==> config.mk <==
export PLATFORM = sky130hd
export DESIGN_NAME = fdf_cell
export DESIGN_NICKNAME = d
export VERILOG_FILES = /design/src/hw/rtl/fdf_pkg.sv /design/src/hw/rtl/fdf_cell.sv
export SDC_FILE = /design/constraint.sdc
export NUM_CORES = 1
export LEC_CHECK = 0
export BUFFER_PORTS_ARGS = -buffer_cell sky130_fd_sc_hd__buf_2
export CORE_UTILIZATION = 62
export DETAILED_ROUTE_END_ITERATION = 10
export GPL_TIMING_DRIVEN = 0
export PLACE_DENSITY = 0.92
export SETUP_SLACK_MARGIN = 0.05
export SKIP_LAST_GASP = 1
export SYNTH_ARGS = -nofsm -noshare
export SYNTH_HDL_FRONTEND = slang
export SYNTH_SLANG_ARGS = --single-unit
==> constraint.sdc <==
create_clock -name clk_i -period 10.8 [get_ports clk_i]
set_input_delay 0.54 -clock clk_i [delete_from_list [all_inputs] [get_ports clk_i]]
set_output_delay 0.54 -clock clk_i [all_outputs]
set_load 0.01 [all_outputs]
==> src/hw/rtl/fdf_pkg.sv <==
`timescale 1ns / 1ps

package fdf_pkg;

  // filter length, one cell per tap
  localparam int unsigned TAPS = 32;

  // sample and coefficient format, q1.15
  localparam int unsigned DATA_W = 16;
  localparam int unsigned FRAC_W = 15;
  localparam int unsigned PROD_W = 2 * DATA_W;

  // exact accumulator: product width plus growth over all taps
  localparam int unsigned ACC_W = PROD_W + $clog2(TAPS);

  // configuration register
  localparam int unsigned TAPS_CFG_W = 6;
  localparam logic [TAPS_CFG_W-1:0] ACTIVE_TAPS_RST = TAPS_CFG_W'(32);

  // coefficient index field
  localparam int unsigned COEF_IDX_W = 5;

  // request opcodes, the fourth code is taken and ignored
  typedef enum logic [1:0] {
    OP_SAMPLE = 2'd0,
    OP_LOAD   = 2'd1,
    OP_CLEAR  = 2'd2
  } op_e;

  // per-cell control strobes
  typedef struct packed {
    logic load;
    logic clear;
    logic shift;
  } cell_ctrl_t;

endpackage

==> src/hw/rtl/fdf_cell.sv <==
`timescale 1ns / 1ps

module fdf_cell import fdf_pkg::*; (
  input  logic                     clk_i,
  input  logic                     rst_ni,
  input  cell_ctrl_t               ctrl_i,
  input  logic signed [DATA_W-1:0] coef_i,
  input  logic signed [DATA_W-1:0] sample_i,
  input  logic                     tap_en_i,
  input  logic signed [ACC_W-1:0]  sum_i,
  input  logic                     sum_valid_i,
  output logic signed [DATA_W-1:0] tap_o,
  output logic signed [ACC_W-1:0]  sum_o,
  output logic                     sum_valid_o
);

  logic signed [DATA_W-1:0] coef_q;
  logic signed [DATA_W-1:0] tap_q;
  logic                     sum_valid_q;
  logic signed [ACC_W-1:0]  sum_q;
  logic signed [ACC_W-1:0]  sum_d;
  logic signed [PROD_W-1:0] prod;

  // coefficient and delay-line sample held in this cell
  always_ff @(posedge clk_i or negedge rst_ni) begin
    if (!rst_ni) begin
      coef_q      <= '0;
      tap_q       <= '0;
      sum_valid_q <= 1'b0;
    end else begin
      sum_valid_q <= sum_valid_i;
      if (ctrl_i.load) begin
        coef_q <= coef_i;
      end
      if (ctrl_i.clear) begin
        tap_q <= '0;
      end else if (ctrl_i.shift) begin
        tap_q <= sample_i;
      end
    end
  end

  // multiply-accumulate onto the partial sum passing through, in enabled taps only
  always_comb begin
    prod  = coef_q * tap_q;
    sum_d = tap_en_i ? (sum_i + ACC_W'(prod)) : sum_i;
  end

  always_ff @(posedge clk_i) begin
    if (sum_valid_i) begin
      sum_q <= sum_d;
    end
  end

  assign tap_o       = tap_q;
  assign sum_o       = sum_q;
  assign sum_valid_o = sum_valid_q;

endmodule

Yosys cells after proc, flatten, opt, wreduce, memory -nomap -nowiden. Index checks and enable logic that the tools add are counted.

Register bits after elaboration: 70.

$add $sub $neg: 1. $mul: 1. Mux-type cells: 3. Reduce and logical (&&, ||, !) cells: 1.

Operators by type and width (number): $add 37x32->37 (1); $mux 37 (1); $mul 16x16->32 (1); $mux 16 (2); $reduce_bool 2->1 (1).

Depth between registers and ports, before layout. Gate-level depths: netlist of run 1.

Depth after elaboration: 3. Mapped depth: 25.

Least setup slack after synthesis of run 1. Ideal clock, no wire load.

Path kind: register -> register. Start: register tap_q[7], in the netlist tap_o[7]. End: register sum_q[29], in the netlist sum_o[29] (data pin). Library setup time: 0.260 ns. Arrival: 6.113 ns. Required time: 10.540 ns. Slack: 4.427 ns. Cell stages (with the launch flop): 24. Cell sequence: dfrtp_1 > clkbuf_1 > clkbuf_1 > nand2_1 > fa_1 > inv_1 > fa_1 > fa_1 > fa_1 > fa_1 > inv_1 > fa_1 > inv_1 > ha_1 > clkbuf_1 > a21oi_1 > o21ai_0 > a31o_2 > a21oi_2 > o211ai_1 > and2_1 > a211o_1 > xor2_1 > mux2_2.

Cells in the longest elaborated chain, start to end: 3.

Ends and longest elaborated chain: from (decl) (line fdf_cell.sv:18) `logic signed [DATA_W-1:0] tap_q;`; from (signal assigned) (line fdf_cell.sv:38) `tap_q <= sample_i;`; $mul 16x16->32 (line fdf_cell.sv:45) `prod = coef_q * tap_q;`; $add 37x32->37 (line fdf_cell.sv:46) `sum_d = tap_en_i ? (sum_i + ACC_W'(prod)) : sum_i;`; $mux 37 (line fdf_cell.sv:46); net sum_d[29] (line fdf_cell.sv:21) `logic signed [ACC_W-1:0] sum_d;`; to (signal assigned) (line fdf_cell.sv:51) `sum_q <= sum_d;`; to (decl) (line fdf_cell.sv:20) `logic signed [ACC_W-1:0] sum_q;`.

The timed path passes the listed nets, and every way through them passes these cells. A chain may end at the register's enable or synchronous reset.

Worst setup path after layout of run 1. Same ends and word-level chain as after synthesis.

==> flow_metrics.env, run 1 <==
export IMPL_grt_pass1_vias=11699
export IMPL_grtUsageTotal=0.327
export IMPL_core_area_um2=22800
export IMPL_drive_gt1_frac=0.122
export IMPL_crit_path_start_kind="register"
export IMPL_routedWlPerCell_um=19.3
export IMPL_drc=0
export IMPL_cts_sinks=70
export IMPL_hpwlAfterDp_um=30300
export IMPL_start_util=0.638
export IMPL_synth_top_cell_by_area="fa_1"
export IMPL_relSlewSlack=0.249
export IMPL_wl_um=36600
export IMPL_antenna_found_initial=0
export IMPL_grt_overflow_total=0
export IMPL_period_minus_slack_ps=7390
export IMPL_yosysTopAreaCellShare=0.438
export IMPL_slowest_stage="fa_1"
export IMPL_fillers=1607
export IMPL_first_pass_iters=7
export IMPL_endpoint_kind="register"
export IMPL_peakVddDrop_mv=0.329
export IMPL_clock_path_buffers=2
export IMPL_ys_ff_latch=70
export IMPL_maxSlewViolCount=0
export IMPL_setup_viol=0
export IMPL_viasPerCell=5.68
export IMPL_dieArea_um2=24000
export IMPL_dr_first_iter_drc_count=860
export IMPL_post_synth_num_cell_types=46
export IMPL_cpMostUsedCell="fa_1"
export IMPL_cts_buffers=9
export IMPL_synthCells=1448
export IMPL_critical_path_startpoint="tap_o[7]"
export IMPL_grt_max_degree=39
export IMPL_synth_cell_area_um2=14500
export IMPL_fp_dieW_um=155
export IMPL_htree_levels=3
export IMPL_synth_nets=1951
export IMPL_insertion_delay_ps=360
export IMPL_max_freq_mhz=135
export IMPL_numPortBuffers=125
export IMPL_synth_area_leaders="fa_1, ha_1, inv_1"
export IMPL_cts_tree="built"
export IMPL_avgSynthCellArea_um2=10.0
export IMPL_fin_nets=2087
export IMPL_fin_skew_ps=14.0
export IMPL_power_density_nw_per_um2=308
export IMPL_cts_resized=0
export IMPL_slowest_delay_ps=600
export IMPL_crit_type="reg -> reg"
export IMPL_r2r_end="sum_o[29]"
export IMPL_required_ps=10920
export IMPL_yosys_cell_count_top_type="inv_1"
export IMPL_synth_edf_count=37
export IMPL_regToRegStartpoint="tap_o[7]"
export IMPL_ff2ff_setup_slack_ps=3410
export IMPL_syn2layout_area_growth_pct=9.06
export IMPL_place_gp_congestion=0.972
export IMPL_clock_root_buffer="clkbuf_16"
export IMPL_hold_viol=0
export IMPL_grt_pass1_wl_um=58600
export IMPL_worstPathCellList="clkbuf_1 > clkbuf_1 > nand2_1 > fa_1 > inv_1 > fa_1 > fa_1 > fa_1 > fa_1 > inv_1 > fa_1 > inv_1 > ha_1 > clkbuf_1 > a21oi_1 > o21ai_0 > a31o_2 > a21oi_2 > o211ai_1 > and2_1 > a211o_1 > xor2_1 > mux2_2"
export IMPL_core_rowCount=55
export IMPL_clk_pin_slew_ps=70
export IMPL_min_period_over_period=0.684
export IMPL_postCtsHoldBufs=0
export IMPL_status="complete, no violations"
export IMPL_tns_ps=0
export IMPL_n_antenna_cell=0
export IMPL_finalPower_mw=4.87
export IMPL_ant_nets=0
export IMPL_num_vias=10802
export IMPL_reg2regPathDepth=23
export IMPL_cts_setup_buffers=0
export IMPL_synth_warnings=0
export IMPL_path_max_fanout=10
export IMPL_yosys_most_used_dff="edfxtp_1"
export IMPL_synthArstFlopShare=0.471
export IMPL_io_pins=130
export IMPL_maxCapViolCount=0
export IMPL_ys_seq_area_frac=0.133
export IMPL_crit_arrival_ps=7510
export IMPL_synthTopCellsByCount="inv_1, fa_1, nand2_1"
export IMPL_grt_setup_unrepaired="false"
export IMPL_die_y_um=155
export IMPL_power_leakage_nw=8.33
export IMPL_tightest_slew_ps=1120
export IMPL_hold_class="in -> async"
-- per-stage QoR --
step	utilization	std cells	setup slack (ps)	hold slack [ps]	area, µm²
after CTS	0.696	1902	3480	295	15800
final	0.696	1902	3410	261	15800
after global routing	0.696	1902	3110	340	15800
after global placement	0.682	1886	3690	629	15500
after floorplan	-	1448	4430	244	14500
after detailed placement	0.682	1886	3520	644	15500
-- layout by cell type (no fill, tap or decap), drive strengths merged, types with 12 or more instances in the layout --
| cell type | n |
|---|---|
| xor2 | 12 |
| o21ai | 22 |
| edfxtp | 37 |
| and2 | 112 |
| xnor2 | 24 |
| buf | 129 |
| clkbuf | 56 |
| dfrtp | 33 |
| ha | 109 |
| nor2 | 48 |
| mux2 | 43 |
| a21oi | 29 |
| inv | 359 |
| mux2i | 19 |
| fa | 318 |
| nand2 | 145 |
-- kinds of logic (layout without fill, tap and decap cells) --
| kind of cell | after synthesis | in the layout | share of synthesized area |
|---|---|---|---|
| buffers and inverters | 409 | 550 | 0.106 |
| flip-flops | 70 | 70 | 0.133 |
| XOR/XNOR | 36 | 36 | 0.0217 |
| AND/OR/NAND/NOR | 346 | 346 | 0.115 |
| AO/OA/AOI/OAI | 98 | 98 | 0.0450 |
| adder cells (fa/ha/maj) | 427 | 427 | 0.532 |
| multiplexers | 62 | 62 | 0.0467 |
-- report_power, final --
part	total [mW]	switching [mW]	internal, mW
Clock	0.312	0.133	0.179
Sequential	0.491	0.0477	0.443
Combinational	4.07	2.30	1.77
Total	4.87	2.48	2.39
-- critical path: cells and delay by family, from the launching register on --
| family | cells | cell delay [ps] |
|---|---|---|
| AO/OA/AOI/OAI | 6 | 1440 |
| XOR/XNOR | 1 | 160 |
| adder cells (fa/ha/maj) | 7 | 3320 |
| buffers and inverters | 6 | 1250 |
| flip-flops | 1 | 330 |
| multiplexers | 1 | 280 |
| AND/OR/NAND/NOR | 2 | 370 |
-- worst max path at each step --
stage                endpoint  cells past startpoint
floorplan           sum_o[29]                     23
global placement    sum_o[29]                     23
detailed placement  sum_o[29]                     24
CTS                 sum_o[29]                     23
global route        sum_o[29]                     25
finish              sum_o[29]                     23
-- state kept, by name, summed over array words and instances (netlist names) --
register,count
sum_valid_o,1
coef_q,16
tap_o,16
sum_o,37
-- per-layer routing --
metal	GRT usage	share of wire	vias up
li1	-	-	4609
met1	0.377	0.34	5441
met2	0.573	0.51	568
met3	0.0518	0.081	184
met4	0.201	0.068	0
met5	0	0	-
-- area by class of cell --
type | count | area, µm² | area share
timing repair buffer | 125 | 626 | 0.0395
clock inverter | 7 | 73.8 | 0.00466
tap | 313 | 392 | 0.0247
clock buffer | 9 | 225 | 0.0142
multi-input combinational | 969 | 11000 | 0.697
inverter | 358 | 1340 | 0.0848
buffer | 51 | 199 | 0.0126
sequential | 70 | 1940 | 0.122
(Power assumes the default switching activity.)
==> run 2: changes to the inputs <==
--- a/config.mk
+++ b/config.mk
@@ -6,10 +6,10 @@
 export NUM_CORES = 1
 export LEC_CHECK = 0
 export BUFFER_PORTS_ARGS = -buffer_cell sky130_fd_sc_hd__buf_2
-export CORE_UTILIZATION = 62
+export CORE_UTILIZATION = 57
 export DETAILED_ROUTE_END_ITERATION = 10
 export GPL_TIMING_DRIVEN = 0
-export PLACE_DENSITY = 0.92
+export PLACE_DENSITY = 0.89
 export SETUP_SLACK_MARGIN = 0.05
 export SKIP_LAST_GASP = 1
 export SYNTH_ARGS = -nofsm -noshare
==> constraint.sdc (replaced) <==
create_clock -name clk_i -period 6.5 [get_ports clk_i]
set_input_delay 0.325 -clock clk_i [delete_from_list [all_inputs] [get_ports clk_i]]
set_output_delay 0.325 -clock clk_i [all_outputs]
set_load 0.01 [all_outputs]
==> run 2 against run 1 <==
  * Via count increased by 4.8%
  * Die area rose by 8.7%
  * Count of clock-buffer cells in the layout rose by 1
  * Register-to-register slack got worse by 3400 ps
  * Routed wire length increased by 13%
  * Clock power is 89% higher
  * Largest cell class unchanged
  * Largest power group unchanged
==> flow_metrics.env, run 2 (synthesis results as in run 1) <==
export IMPL_status="complete, no violations"
export IMPL_fp_dieW_um=162
export IMPL_start_util=0.579
export IMPL_dieArea_um2=26100
export IMPL_wl_met1_um=13300
export IMPL_period_minus_slack_ps=6480
export IMPL_pre_cts_ws_ps=-768
export IMPL_maxSlewViolCount=0
export IMPL_endpoint_kind="register"
export IMPL_first_pass_iters=7
export IMPL_finalPower_mw=9.37
export IMPL_clk_pin_slew_ps=70
export IMPL_cts_sinks=70
export IMPL_antenna_found_initial=1
export IMPL_stdcell_area_um2=17000
export IMPL_grt_pass1_vias=11961
export IMPL_largest_reg_flops=37
export IMPL_dr_first_iter_drc_count=1055
export IMPL_final_cell_mix="inv_1, fa_1, nand2_1, buf_2, and2_1"
export IMPL_numPortBuffers=125
export IMPL_crit_arrival_ps=6590
export IMPL_drc=0
export IMPL_wl_met2_um=20900
export IMPL_wl_um=41300
export IMPL_insertion_delay_ps=360
export IMPL_grt_overflow_total=0
export IMPL_clock_root_buffer="clkbuf_16"
export IMPL_power_density_nw_per_um2=552
export IMPL_drive_gt1_frac=0.226
export IMPL_relSlewSlack=0.383
export IMPL_path_max_fanout=6
export IMPL_routed_wl_met3_um=3760
export IMPL_grt_setup_unrepaired="true"
export IMPL_hold_class="in -> async"
export IMPL_grt_max_degree=39
export IMPL_fin_nets=2150
export IMPL_required_ps=6610
export IMPL_htree_levels=3
export IMPL_cts_buffers=9
export IMPL_grtUsageTotal=0.312
export IMPL_power_leakage_nw=8.80
export IMPL_core_area_um2=25100
export IMPL_num_vias=11323
export IMPL_ant_nets=0
export IMPL_syn2layout_area_growth_pct=16.8
export IMPL_max_freq_mhz=154
export IMPL_io_pins=130
export IMPL_routedWlPerCell_um=20.8
export IMPL_tightest_slew_ps=926
export IMPL_post_dp_cell_area_um2=15600
export IMPL_min_period_over_period=0.997
export IMPL_layout_commonest_cell="inv_1"
export IMPL_core_rowCount=58
export IMPL_clock_path_buffers=2
export IMPL_hold_viol=0
export IMPL_postCtsHoldBufs=0
export IMPL_setup_viol=0
export IMPL_n_antenna_cell=0
export IMPL_grt_pass1_wl_um=60800
export IMPL_whs_ps=16.5
export IMPL_cts_tree="built"
export IMPL_maxCapViolCount=0
export IMPL_crit_path_start_kind="register"
export IMPL_place_gp_congestion=0.953
export IMPL_viasPerCell=5.71
export IMPL_crit_type="reg -> reg"
export IMPL_fin_skew_ps=16.1
export IMPL_peakVddDrop_mv=0.560
export IMPL_timing_final_ws_setup_ps=20.1
export IMPL_die_y_um=162
export IMPL_hpwlAfterDp_um=30500
export IMPL_top_layer_used="met4"
[run 2: power by group]
part           switching, mW  internal, mW  total, mW  leakage [nW]
Clock                  0.216         0.375      0.591         0.160
Sequential            0.0559         0.740      0.796         0.742
Combinational           4.37          3.61       7.98          7.90
Total                   4.64          4.73       9.37          8.80
[run 2: routing by layer]
layer | vias to the layer above | track usage
li1 | 4725 | -
met2 | 684 | 0.536
met5 | - | 0
met4 | 0 | 0.210
met1 | 5669 | 0.353
met3 | 245 | 0.0609
[run 2: critical path: stages (launching register included)]
cell     delay (ps)
dfrtp_2         400
buf_12          120
buf_8           120
nand2_2          60
fa_1            530
inv_1            60
fa_1            530
inv_1            50
fa_1            450
fa_1            600
inv_2            70
fa_1            500
fa_1            550
ha_4            340
nand2_4          80
o211a_1         260
nor4_4          360
o211a_1         280
o21ai_4         100
o21ai_4         200
a31oi_4         130
xnor2_2         160
mux2_4          260
[run 2: area by class of cell]
| type | instances | area (µm²) |
|---|---|---|
| clock buffers | 10 | 229 |
| clock inverters | 6 | 110 |
| well taps | 330 | 413 |
| fillers | 1779 | 8140 |
| inverters | 358 | 1350 |
| multi-input cells | 969 | 11300 |
| flip-flops and latches | 70 | 1970 |
| repair buffers | 191 | 1150 |
| plain buffers | 47 | 397 |
| repair inverters | 1 | 5.00 |
[run 2: timing repair]
item | CTS | global route
setup buffers | 19 | 47
pin swaps | 4 | 44
cloned | 0 | 1
endpoints found under the setup margin | 21 | 15
gates resized for setup | 98 | 123
[run 2: through the flow]
step	std cells	utilization	setup TNS, ps
5_1_grt	1982	0.676	-1800
2_1_floorplan	1448	-	0
6_report	1982	0.676	0
3_5_place_dp	1903	0.620	-8330
4_1_cts	1935	0.647	0
3_3_place_gp	1903	0.620	-6280
[run 2: path summary, 6_finish.rpt]
path                                  from          end  slack [ps]  cells past startpoint
worst max-delay path            coef_q[12]    sum_o[34]          20                     22
worst min-delay path                rst_ni  sum_valid_o          20                      1
worst max register to register  coef_q[12]    sum_o[34]          20                     22
worst min register to register   coef_q[2]    coef_q[2]         560                      1
max in group asynchronous           rst_ni   coef_q[15]        5940                      1
min in group clk_i               coef_i[2]    coef_q[2]         210                      2
