File: config.mk
export PLATFORM = sky130hd
export DESIGN_NAME = fdf_round_sat
export DESIGN_NICKNAME = d
export VERILOG_FILES = /design/src/hw/rtl/fdf_pkg.sv /design/src/hw/rtl/fdf_round_sat.sv
export SDC_FILE = /design/constraint.sdc
export NUM_CORES = 1
export LEC_CHECK = 0
export ABC_AREA = 1
export BUFFER_PORTS_ARGS = -buffer_cell sky130_fd_sc_hd__buf_2
export CORE_MARGIN = 4
export CORE_UTILIZATION = 52
export CTS_CLUSTER_SIZE = 20
export DETAILED_ROUTE_END_ITERATION = 10
export PLACE_DENSITY = 0.88
export SLEW_MARGIN = 0
export SYNTH_ARGS = -nofsm -noshare
export SYNTH_HDL_FRONTEND = slang
export SYNTH_SLANG_ARGS = --single-unit
File: constraint.sdc
create_clock -name clk_i -period 1.31 [get_ports clk_i]
set_input_delay 0.262 -clock clk_i [delete_from_list [all_inputs] [get_ports clk_i]]
set_output_delay 0.262 -clock clk_i [all_outputs]
set_load 0.05 [all_outputs]
File: src/hw/rtl/fdf_pkg.sv
`timescale 1ns / 1ps

package fdf_pkg;

  // filter length, one cell per tap
  localparam int unsigned TAPS = 32;

  // sample and coefficient format, q1.15
  localparam int unsigned DATA_W = 16;
  localparam int unsigned FRAC_W = 15;
  localparam int unsigned PROD_W = 2 * DATA_W;

  // exact accumulator: product width plus growth over all taps
  localparam int unsigned ACC_W = PROD_W + $clog2(TAPS);

  // configuration register
  localparam int unsigned TAPS_CFG_W = 6;
  localparam logic [TAPS_CFG_W-1:0] ACTIVE_TAPS_RST = TAPS_CFG_W'(32);

  // coefficient index field
  localparam int unsigned COEF_IDX_W = 5;

  // request opcodes, the fourth code is taken and ignored
  typedef enum logic [1:0] {
    OP_SAMPLE = 2'd0,
    OP_LOAD   = 2'd1,
    OP_CLEAR  = 2'd2
  } op_e;

  // per-cell control strobes
  typedef struct packed {
    logic load;
    logic clear;
    logic shift;
  } cell_ctrl_t;

endpackage

File: src/hw/rtl/fdf_round_sat.sv
`timescale 1ns / 1ps

module fdf_round_sat import fdf_pkg::*; (
  input  logic                     clk_i,
  input  logic                     rst_ni,
  input  logic signed [ACC_W-1:0]  acc_i,
  input  logic                     acc_valid_i,
  input  logic                     out_stall_i,
  output logic                     out_valid_o,
  output logic signed [DATA_W-1:0] filtered_o,
  output logic                     saturated_o
);

  localparam int unsigned R_W = ACC_W + 1;
  localparam int unsigned Q_W = R_W - FRAC_W;
  localparam logic signed [R_W-1:0] HALF  = R_W'(1) <<< (FRAC_W - 1);
  localparam logic signed [Q_W-1:0] Q_MAX = Q_W'(32767);
  localparam logic signed [Q_W-1:0] Q_MIN = ~Q_MAX;

  logic signed [R_W-1:0]    rnd;
  logic signed [Q_W-1:0]    quo;
  logic signed [DATA_W-1:0] filtered_d;
  logic                     saturated_d;
  logic                     out_valid_q;
  logic signed [DATA_W-1:0] filtered_q;
  logic                     saturated_q;

  // round half up, floor shift, clip to 16 bits
  always_comb begin
    rnd = R_W'(acc_i) + HALF;
    quo = Q_W'(rnd >>> FRAC_W);
    if (quo > Q_MAX) begin
      filtered_d  = DATA_W'(Q_MAX);
      saturated_d = 1'b1;
    end else if (quo < Q_MIN) begin
      filtered_d  = DATA_W'(Q_MIN);
      saturated_d = 1'b1;
    end else begin
      filtered_d  = DATA_W'(quo);
      saturated_d = 1'b0;
    end
  end

  // output register
  always_ff @(posedge clk_i or negedge rst_ni) begin
    if (!rst_ni) begin
      out_valid_q <= 1'b0;
    end else if (acc_valid_i) begin
      out_valid_q <= 1'b1;
    end else if (!out_stall_i) begin
      out_valid_q <= 1'b0;
    end
  end

  always_ff @(posedge clk_i) begin
    if (acc_valid_i) begin
      filtered_q  <= filtered_d;
      saturated_q <= saturated_d;
    end
  end

  assign out_valid_o = out_valid_q;
  assign filtered_o  = filtered_q;
  assign saturated_o = saturated_q;

endmodule
* Yosys cells after proc, flatten, opt, wreduce, memory -nomap -nowiden
Cells that the tools add are included.
** Word-level totals
- Register bits after elaboration :: 18
- Output and inout bits :: 18
- Logic and storage cells :: 11
** Cells by class
- $add $sub $neg :: 1
- Order comparisons :: 2
- Equal/unequal tests :: 1
- Mux-type cells :: 4
** Operators by type and width (count)
- $add A37 B16 Y38 const B :: 1
- $gt A23 B16 Y1 const B :: 1
- $lt A23 B16 Y1 const B :: 1
- $mux W16 :: 1
- $mux W1 :: 3
- $ne A2 B2 Y1 const B :: 1

* Depth between registers and ports, before layout
Gate-level depths: netlist of the first run.
- Depth in word-level cells :: 3
- Gate-level depth with buffers :: 15

* Worst setup path before layout of the first run
No wires, ideal clock.
- Kind :: input to register
- From :: input port acc_i[14]
- To :: register filtered_q[0] (netlist: filtered_o[0]) (data pin)
- Data arrival time :: 1.568 ns
- Data required time :: 1.057 ns
- Path slack :: -0.511 ns
- Cell stages on the path :: 13
- Path buffers :: 1
- Cell sequence :: ha_1 nand2_2 nor2_4 nand2_2 nor2_2 nand2_1 nand2_1 nand2_2 nor2_2 nand2_2 o21ai_4 buf_6 nand2_1
** Between the ends
- Word-level cells in the longest chain between the ends :: 3
- Elaborated cells on any way between the ends :: 4
- Classes of those cells :: add/sub (1); order compare (2); mux (1)
** Ends and longest elaborated chain
- from (decl) :: RTL line fdf_round_sat.sv:6 : input logic signed [ACC_W-1:0] acc_i,
- $add A37 B16 Y38 (*) :: RTL line fdf_round_sat.sv:30 : rnd = R_W'(acc_i) + HALF;
- $lt A23 B16 Y1 :: RTL line fdf_round_sat.sv:35 : end else if (quo < Q_MIN) begin
- $mux W16 :: RTL line fdf_round_sat.sv:35
- to (signal assigned) :: RTL line fdf_round_sat.sv:57 : filtered_q <= filtered_d;
- to (decl) :: RTL line fdf_round_sat.sv:25 : logic signed [DATA_W-1:0] filtered_q;
Every way passes the cells marked *; elsewhere a longest branch is shown, timed or not.
A chain may end at the register's enable or synchronous reset.

* Final worst setup path of the first run
- From :: input port acc_i[14]
- To :: register filtered_q[6] (netlist: filtered_o[6]) (data pin)
The elaborated chain is that of the path after synthesis.

==> results_dict.tcl, run 1 <==
set metrics [dict create \
    outcome "complete, but fails checks" \
    violations "negative setup slack" \
    clk_path_buf_depth 2 \
    hold_path_depth 2 \
    drc 0 \
    fin_tns_setup_ps -6930 \
    post-route-min-period_ps 1760 \
    area_growth_pct 59.2 \
    clkPwrFrac_pct 18.2 \
    final_cells 312 \
    synth_top_family_by_area "simple AND/OR/NAND/NOR gates" \
    avgViaCountPerCell 5.65 \
    grt_max_degree 19 \
    finish.instance_area_um2 2260 \
    cp_cell_sequence "buf_8, ha_4, nand2_4, nor2_1, nand2_1, nor2_4, nand3_1, nand2_1, nand2_2, o21ai_4, clkbuf_16, nand2_2" \
    power_density_nw_per_um2 729 \
    setup_violations 17 \
    gr-total-overflow 0 \
    rsz0062_at_grt "yes" \
    cts_tree "built" \
    cp.required_ps 1390 \
    p_sw_uw 620 \
    die_w_um 60.3 \
    period_share_pct 134 \
    synth_xor_xnor_area_share_pct 8.63 \
    crit_buf_inv 2 \
    drv_cap 0 \
    hp-class "in2reg" \
    antennaDiodeCount 0 \
    drt-total-wl_um 5560 \
    ys_types 21 \
    tightest_slew_ps 403 \
    p_int_uw 1030 \
    placed_area_um2 1990 \
    rows 18 \
    clk_pin_slew_ps 110 \
    ios 59 \
    drtAntennaViolNets 0 \
    p_sw_share_pct 37.6 \
    dr_total_vias 1764 \
    syn_nets 227 \
    seqCellArea_um2 536 \
    port_buffers 44 \
    place.gp.congestion 0.877 \
    cpPeakStageDelay_ps 240 \
    clock-sinks 18 \
    crit_arrival_ps 1840 \
    final.setup_skew_ps 0 \
    ys_ff_latch 18 \
    irDropWorstVdd_uv 926 \
    cp-startpoint "acc_i[14]" \
    crit_type "in2reg" \
    synth-compound-area-share_pct 2.29 \
    pwr-share-comb_pct 39.4 \
    fp.dieH_um 60.3 \
    yosys_warnings 0 \
    layout-drive-gt1-share_pct 55.0 \
    syn_area_um2 1420 \
    drtIter0Drc 197 \
    htreeDepth 1 \
    timing.rr.end "out_valid_o$_DFFE_PN0P_" \
    reg2reg_from "out_valid_o$_DFFE_PN0P_" \
    grt_pass1_wl_um 6630 \
    min-delay-start "out_stall_i" \
    slew_headroom_pct 73.2 \
    ff2ff_path_depth 1 \
    hold_end "out_valid_o$_DFFE_PN0P_" \
    drv_slew 0 \
    synth_area_per_cell_um2 7.68 \
    p_leak_uw 0.00111 \
    synthAdderAreaFrac_pct 0.880 \
    layout_setup_ws_ps -449 \
    start_kind "primary input" \
    grt_use_total_pct 25.3 \
    initial_core_util_pct 55.9 \
    clk_latency_ps 300 \
    grt_pass1_vias 1549 \
    antenna_found_initial 0 \
    dr.pass1.iters 5 \
    numCtsBuffers 3 \
    synthSimpleGateAreaFrac_pct 43.8 \
    coreArea_um2 2540 \
    hold_violations 0 \
    p_seq_share_pct 42.5 \
    clock.fmax_mhz 568 \
    fill_cells 133 \
    cts_root_buffer "clkbuf_4" \
    cp-end-kind "register" \
    synthCells 185 \
    routedWlPerCell_um 17.8 \
    crit_slowest_cell "o21ai_4" \
    nets 325 \
    reg2reg_setup_slack_ps 580 \
    dp_hpwl_um 3190 \
    die_area_um2 3630 \
    cp_max_fo 8 \
    placed_cells 298 \
    synth-seq-area-share_pct 37.7 \
    critPathTopFamily "simple AND/OR/NAND/NOR gates" \
    multi_input_area_um2 926 \
    synthMuxAreaShare_pct 0 \
]
## placed cells by master, fill, tap and decap left out, types with 2 or more instances in the layout
master and count:
inv_1 14, clkbuf_4 3, nand2_1 54, nor2_4 6
nand3_1 9, inv_2 3, nor2_2 12, buf_8 2
xor2_1 7, buf_6 4, nand2_4 8, nor2_1 10
buf_2 38, edfxtp_1 17, xnor2_1 7, nand4_1 4
buf_4 47, nand2_2 24
## synth_stat cells
| cell | instances | share of area (%) |
|---|---|---|
| nor2_4 | 4 | 3.2 |
| edfxtp_1 | 17 | 36 |
| nand4_1 | 4 | 1.8 |
| dfrtp_1 | 1 | 1.8 |
| xnor2_1 | 7 | 4.3 |
| o21ai_4 | 1 | 1.1 |
| xor2_1 | 7 | 4.3 |
| nand2_2 | 18 | 7.9 |
| buf_12 | 1 | 1.4 |
| ha_1 | 1 | 0.88 |
| nor2_2 | 9 | 4.0 |
| nand2_1 | 67 | 18 |
| a21o_1 | 1 | 0.53 |
| nand3_1 | 10 | 3.5 |
| inv_1 | 17 | 4.5 |
| buf_6 | 1 | 0.79 |
| nand3b_1 | 1 | 0.53 |
| nor2_1 | 15 | 4.0 |
| and2_2 | 1 | 0.53 |
| nand2_4 | 1 | 0.79 |
| o21ai_2 | 1 | 0.62 |
## sequential cells by signal, summed over array words and instances (netlist names)
signal,count
filtered_o,16
saturated_o,1
out_valid_o,1
## power groups by stage
| stage | sequential [uW] | clock, uW | combinational [uW] |
|---|---|---|---|
| finish | 700 | 299 | 649 |
| global route | 702 | 323 | 680 |
| CTS | 697 | 284 | 585 |
| detailed placement | 710 | 0 | 554 |
| global placement | 707 | 0 | 533 |
| floorplan | 888 | 0 | 155 |
## kinds of logic after synthesis
group / after synthesis
adders and majority gates: 1
buffers and inverters: 19
xor gates and xnor gates: 14
and+or+nand+nor: 130
DFF: 18
AOI/OAI and AO/OA: 3
## repair_timing
item	4_1_cts	5_1_grt
endpoints found under the hold margin	1	0
setup endpoints to repair	17	17
gates resized for setup	15	34
hold buffers	1	0
setup buffers	4	3
cloned	1	1
pin swaps	3	16
## area by class of cell
type | instances | share of cell area [%]
well taps | 30 | 1.66
clock buffers | 4 | 1.16
repair buffers | 94 | 29.8
flip-flops and latches | 18 | 23.7
multi-input cells | 149 | 40.9
inverters | 17 | 2.82
## stage by stage
stage / hold slack (ps) / setup slack, ps / utilization, % / power (uW)
CTS: 166 / -324 / 83.5 / 1570
finish: 216 / -449 / 88.9 / 1650
detailed placement: 37.7 / -663 / 78.2 / 1260
global route: 192 / -521 / 88.9 / 1710
global placement: 37.2 / -544 / 78.2 / 1240
floorplan: -33.6 / -394 / - / 1040
## how the worst max path moves through the flow
stage                                        end  slack [ps]  cells past startpoint
floorplan            filtered_o[0]$_SDFFCE_PN1P_        -390                     13
global placement     filtered_o[2]$_SDFFCE_PN1P_        -540                     14
detailed placement   filtered_o[7]$_SDFFCE_PN1P_        -660                     14
CTS                  filtered_o[7]$_SDFFCE_PN1P_        -320                     14
global route        filtered_o[12]$_SDFFCE_PN1P_        -520                     12
finish               filtered_o[6]$_SDFFCE_PN1P_        -450                     12
## metal layers
metal / vias to the layer above / track usage [%] / wire length [um]
met5: - / 0 / 0
met4: 0 / 13.6 / 288
met3: 27 / 4.32 / 446
met2: 127 / 46.1 / 2910
met1: 832 / 27.3 / 1920
li1: 778 / - / -
No activity file was read; power rests on OpenSTA's default activity.
==> run 2: changes to the inputs <==
Settings changed: CORE_ASPECT_RATIO set to 0.7.
==> results_dict.tcl, run 2 <==
set metrics [dict create \
    outcome "aborted with a tool error" \
    haltStage "global routing" \
    error_line "[ERROR DPL-0038] Utilization greater than 100%, impossible to legalize" \
    endpoint_type "register data pin" \
    fp.dieH_um 51.7 \
    synthMuxAreaShare_pct 0 \
    synthSimpleGateAreaFrac_pct 43.8 \
    initial_core_util_pct 56.1 \
    yosys-top-cells-area "edfxtp_1 36%, nand2_1 18%, nand2_2 7.9%" \
    async_reset_ff_share_pct 5.56 \
    synthAdderAreaFrac_pct 0.880 \
    syn_nets 227 \
    place.gp.congestion 0.881 \
    synth_enable_flop_cells 17 \
    ys_ff_latch 18 \
    clk_path_buf_depth 2 \
    port_buffers 44 \
    htreeDepth 1 \
    grt_max_degree 19 \
    cts_root_buffer "clkbuf_8" \
    yosys_warnings 0 \
    die_w_um 70.5 \
    yosysTopAreaCell "edfxtp_1" \
    synth_top_family_by_area "simple AND/OR/NAND/NOR gates" \
    synth-compound-area-share_pct 2.29 \
    dp_hpwl_um 3080 \
    rows 15 \
    synthTopCellsByCount "67 x nand2_1, 18 x nand2_2, 17 x edfxtp_1, 17 x inv_1, 15 x nor2_1" \
    synth_most_common_cell "nand2_1" \
    post-place-ws_ps -724 \
    syn_area_um2 1420 \
    clock-sinks 18 \
    synthFlopType "edfxtp_1" \
    synthDominantCellAreaShare_pct 35.9 \
    synth-seq-area-share_pct 37.7 \
    postGrtWorstEndpoint "filtered_o[13]$_SDFFCE_PN1P_/D" \
    ios 59 \
    synthCells 185 \
    ys_types 21 \
    synth_xor_xnor_area_share_pct 8.63 \
    synth_area_per_cell_um2 7.68 \
    numCtsBuffers 3 \
]
[run 2: cell counts after synthesis]
No cell type changed its count.
[run 2: timing repair]
item,in CTS
buffers inserted,18
endpoints found under the setup margin,17
gates cloned,2
endpoints found under the hold margin,1
gates resized for setup,69
pin swaps,14
hold buffers,1
[run 2: cells by family after synthesis]
family / after synthesis
fa+ha+maj: 1
compound gates: 3
buf+inv: 19
xor+xnor: 14
flops: 18
simple gates: 130
[run 2: stage by stage]
step                      util [%]  hold slack (ps)  std cells  instance area (um2)
after detailed placement      76.4             41.9        294                 1940
after floorplan                  -            -33.6        185                 1440
after CTS                     94.9              218        319                 2400
after global placement        76.4             37.0        294                 1940
==> run 3: changes to the inputs <==
Settings changed: CORE_AREA set to 4 4 65 67, CORE_ASPECT_RATIO 0.7 to unset, CORE_MARGIN 4 to unset, CORE_UTILIZATION 52 to unset, CTS_CLUSTER_SIZE 20 to unset, DIE_AREA set to 0 0 69 71, PLACE_DENSITY 0.88 to unset, PLACE_DENSITY_LB_ADDON set to 0.15.
==> results_dict.tcl, run 3 (synthesized netlist as in run 1, its figures left out) <==
set metrics [dict create \
    rsz0062_at_grt "yes" \
    start_kind "primary input" \
    p_leak_uw 0.00105 \
    initial_core_util_pct 39.1 \
    dr.pass1.iters 4 \
    place.gp.congestion 0.850 \
    layout-drive-gt1-share_pct 50.5 \
    setup_violations 17 \
    drtIter0Drc 41 \
    grt_pass1_wl_um 5660 \
    grt_max_degree 19 \
    p_sw_share_pct 33.1 \
    power_density_nw_per_um2 757 \
    routedWlPerCell_um 10.4 \
    drc 0 \
    cp.required_ps 1310 \
    drv_slew 0 \
    fp.dieH_um 71 \
    rows 22 \
    dp_hpwl_um 2750 \
    cp_max_fo 16 \
    cp-end-kind "register" \
    drv_cap 0 \
    area_growth_pct 53.4 \
    period_share_pct 118 \
    pwr-share-comb_pct 34.7 \
    final.setup_skew_ps 0 \
    die_w_um 69 \
    avgViaCountPerCell 4.38 \
    irDropWorstVdd_uv 361 \
    cts_tree "built" \
    ios 59 \
    outcome "complete, but fails checks" \
    grt_pass1_vias 1317 \
    crit_type "in2reg" \
    htreeDepth 1 \
    post-route-min-period_ps 1540 \
    clk_path_buf_depth 2 \
    port_buffers 44 \
    hp-class "in2reg" \
    clkPwrFrac_pct 23.1 \
    p_seq_share_pct 42.2 \
    finish.instance_area_um2 2180 \
    tightest_slew_ps 373 \
    coreArea_um2 3630 \
    layout_setup_ws_ps -234 \
    drt-total-wl_um 3350 \
    post-place-ws_ps -574 \
    clk_latency_ps 240 \
    p_sw_uw 546 \
    cts_root_buffer "clkbuf_8" \
    placed_area_um2 1980 \
    dr_total_vias 1406 \
    antenna_found_initial 0 \
    hold_violations 0 \
    nets 316 \
    p_int_uw 1100 \
    clock-sinks 18 \
    fin_util_pct 60.0 \
    violations "negative setup slack" \
    gr-total-overflow 0 \
    crit_arrival_ps 1540 \
    final_common_cell "nand2_1" \
    drtAntennaViolNets 0 \
    antennaDiodeCount 0 \
    layout_common_cells "62 x nand2_1, 38 x buf_2, 38 x buf_4" \
    slew_headroom_pct 75.1 \
    die_area_um2 4900 \
    clock.fmax_mhz 648 \
    grt_use_total_pct 14.0 \
    clk_pin_slew_ps 60 \
    numCtsBuffers 3 \
    finalPower_uw 1650 \
    largest_reg_flops 16 \
]
[run 3: repair_timing]
action / CTS / global route
resized for setup: 28 / 4
endpoints found under the hold margin: 1 / 0
hold buffers: 1 / 0
endpoints found under the setup margin: 17 / 17
pin swaps: 9 / 0
buffers inserted: 3 / 0
gates cloned: 1 / 0
[run 3: power by group through the flow]
stage | sequential, uW | combinational [uW] | clock (uW)
after floorplan | 888 | 155 | 0
after global placement | 708 | 536 | 0
after detailed placement | 710 | 539 | 0
after CTS | 698 | 572 | 386
after global routing | 701 | 618 | 418
final | 696 | 572 | 382
[run 3: metal layers]
metal,wire length [um],global-route usage (%),vias up
met2,1710,25.8,35
met4,37,4.99,0
met1,1420,16.1,608
met5,0,0,-
li1,-,-,759
met3,185,2.56,4
[run 3: worst max-delay path, stage by stage]
cell and delay (ps):
buf_6 90, ha_4 140, nand2_4 60, nor2_4 90
nand2_2 80, nor2_4 130, nand2_1 60, nand2_1 70
nand2_2 60, nor2_2 90, nand2_2 70, o21ai_4 140
buf_12 150, nand2_1 60
[run 3: layout make-up]
cell class / count / area [um2]
inverters: 17 / 63.8
well taps: 48 / 60.1
flip-flops and latches: 18 / 536
multi-input cells: 149 / 888
clock buffers: 4 / 45.0
repair buffers: 85 / 588
fillers: 361 / 1450
[run 3: final timing paths]
check                                        startpoint                            to  slack (ps)  cells past startpoint
worst min-delay path                        out_stall_i       out_valid_o$_DFFE_PN0P_         220                      2
min in group asynchronous                        rst_ni       out_valid_o$_DFFE_PN0P_         310                      2
worst max register to register  out_valid_o$_DFFE_PN0P_       out_valid_o$_DFFE_PN0P_         660                      1
worst min register to register  out_valid_o$_DFFE_PN0P_       out_valid_o$_DFFE_PN0P_         480                      1
worst max-delay path                          acc_i[15]  filtered_o[13]$_SDFFCE_PN1P_        -230                     14
max in group asynchronous                        rst_ni       out_valid_o$_DFFE_PN0P_         910                      2
[run 3: per-stage QoR]
step	instances	setup TNS (ps)	hold slack, ps
after floorplan	185	-5440	-33.6
after global placement	312	-9010	37.3
after detailed placement	312	-9380	39.3
after CTS	321	-3690	216
after global routing	321	-5330	226
final	321	-3610	216
==> run 4: changes to the inputs <==
Settings changed: CORE_AREA 4 4 65 67 to 2 2 63 65, DIE_AREA 0 0 69 71 to 0 0 65 67, SETUP_SLACK_MARGIN set to 0.15.
==> results_dict.tcl, run 4 (synthesized netlist as in run 1, its figures left out) <==
set metrics [dict create \
    outcome "complete, but fails checks" \
    power_density_nw_per_um2 734 \
    cp.required_ps 1420 \
    placed_area_um2 2030 \
    cp_max_fo 16 \
    drtAntennaViolNets 0 \
    slew_headroom_pct 75.7 \
    antennaDiodeCount 0 \
    drv_cap 0 \
    p_seq_share_pct 42.3 \
    crit_arrival_ps 1680 \
    gr-total-overflow 0 \
    setup_violations 17 \
    die_area_um2 4360 \
    hold_violations 0 \
    clk_path_buf_depth 2 \
    clock.fmax_mhz 637 \
    drtIter0Drc 30 \
    violations "negative setup slack" \
    p_sw_share_pct 32.4 \
    drv_slew 0 \
    post-route-min-period_ps 1570 \
    port_buffers 44 \
    fp.dieH_um 67 \
    crit_type "in2reg" \
    fill_cells 330 \
    die_w_um 65 \
    rsz0062_at_grt "yes" \
    final.setup_skew_ps 0 \
    pwr-share-comb_pct 35.2 \
    cp-end-kind "register" \
    area_growth_pct 57.8 \
    rows 22 \
    p_leak_uw 0.00109 \
    period_share_pct 120 \
    dr.pass1.iters 4 \
    clk_pin_slew_ps 60 \
    clkPwrFrac_pct 22.5 \
    p_int_uw 1110 \
    irDropWorstVdd_uv 307 \
    coreArea_um2 3610 \
    cts_root_buffer "clkbuf_8" \
    final_cells 322 \
    layout_setup_ws_ps -260 \
    htreeDepth 1 \
    initial_core_util_pct 39.4 \
    grt_pass1_wl_um 5290 \
    layout-drive-gt1-share_pct 50.7 \
    p_sw_uw 534 \
    avgViaCountPerCell 4.24 \
    multi_input_area_um2 906 \
    cts_tree "built" \
    start_kind "primary input" \
    seqCellArea_um2 536 \
    fin_tns_setup_ps -3910 \
    layout_common_cells "63 x nand2_1, 37 x buf_2, 37 x buf_4" \
    finish.instance_area_um2 2240 \
    tightest_slew_ps 364 \
    nets 317 \
    largest_reg_flops 16 \
    place.gp.congestion 0.800 \
    clk_latency_ps 240 \
    grt_pass1_vias 1268 \
    grt_max_degree 19 \
    dr_total_vias 1366 \
    clock-sinks 18 \
    numCtsBuffers 3 \
    antenna_found_initial 0 \
    routedWlPerCell_um 9.48 \
    hp-class "in2reg" \
    dp_hpwl_um 2620 \
    drt-total-wl_um 3050 \
    ios 59 \
    drc 0 \
    final_common_cell "nand2_1" \
    grt_use_total_pct 15.9 \
    placed_cells 314 \
]
-- run 4: cell types whose count changed in the layout (fill, tap and decap cells not counted), sizes merged --
cell / delta
buf: +2
nand2: -1
-- run 4: critical path: stages --
cell and delay, ps:
buf_6 90, nand2_1 80, nor2_2 140, nand2_4 90, nor2_4 160, buf_6 110, buf_6 80, buf_6 80
nand2_4 50, o21ai_4 130, buf_4 130, o21ai_4 50, buf_12 140, nand2_1 80
-- run 4: path summary, 6_finish.rpt --
| path | startpoint | depth (start not counted) | endpoint | slack (ps) |
|---|---|---|---|---|
| worst min-delay path | out_stall_i | 2 | out_valid_o$_DFFE_PN0P_ | 230 |
| max in group asynchronous | rst_ni | 2 | out_valid_o$_DFFE_PN0P_ | 910 |
| worst min register to register | out_valid_o$_DFFE_PN0P_ | 1 | out_valid_o$_DFFE_PN0P_ | 480 |
| worst max register to register | out_valid_o$_DFFE_PN0P_ | 1 | out_valid_o$_DFFE_PN0P_ | 660 |
| min in group asynchronous | rst_ni | 2 | out_valid_o$_DFFE_PN0P_ | 320 |
| worst max-delay path | acc_i[16] | 14 | filtered_o[5]$_SDFFCE_PN1P_ | -260 |
-- run 4: power groups by stage --
stage / combinational (uW) / sequential, uW / clock (uW)
after CTS: 577 / 698 / 385
after floorplan: 160 / 888 / 0
after global placement: 546 / 708 / 0
final: 580 / 697 / 370
after detailed placement: 547 / 710 / 0
after global routing: 628 / 701 / 414
-- run 4: metal layers --
metal  up-vias  wire, um  GRT usage (%)
met2        39      1440           27.6
met5         -         0              0
met1       565      1440           19.9
met4         0        22           6.38
met3         2       159           2.03
li1        760         -              -
-- run 4: final cells by class --
cell class	count	share of cell area (%)
Sequential cell	18	23.9
Inverter	17	2.84
Tap cell	48	2.68
Timing Repair Buffer	87	28.2
Multi-Input combinational cell	148	40.4
Clock buffer	4	2.01
-- run 4: through the flow --
stage | setup slack, ps | power, uW | hold WS [ps] | utilization (%)
2_1_floorplan | -394 | 1050 | -33.6 | -
3_3_place_gp | -562 | 1250 | 36.9 | 56.2
3_5_place_dp | -582 | 1260 | 40.4 | 56.2
4_1_cts | -236 | 1660 | 229 | 61.1
5_1_grt | -362 | 1740 | 244 | 62.2
6_report | -260 | 1650 | 228 | 62.2
-- run 4: repair_timing --
item	in CTS	in global routing
hold endpoints to repair	1	0
cloned	0	0
hold buffers	1	0
buffers inserted	2	1
pin swaps	1	2
endpoints found under the setup margin	17	17
gates resized for setup	30	10
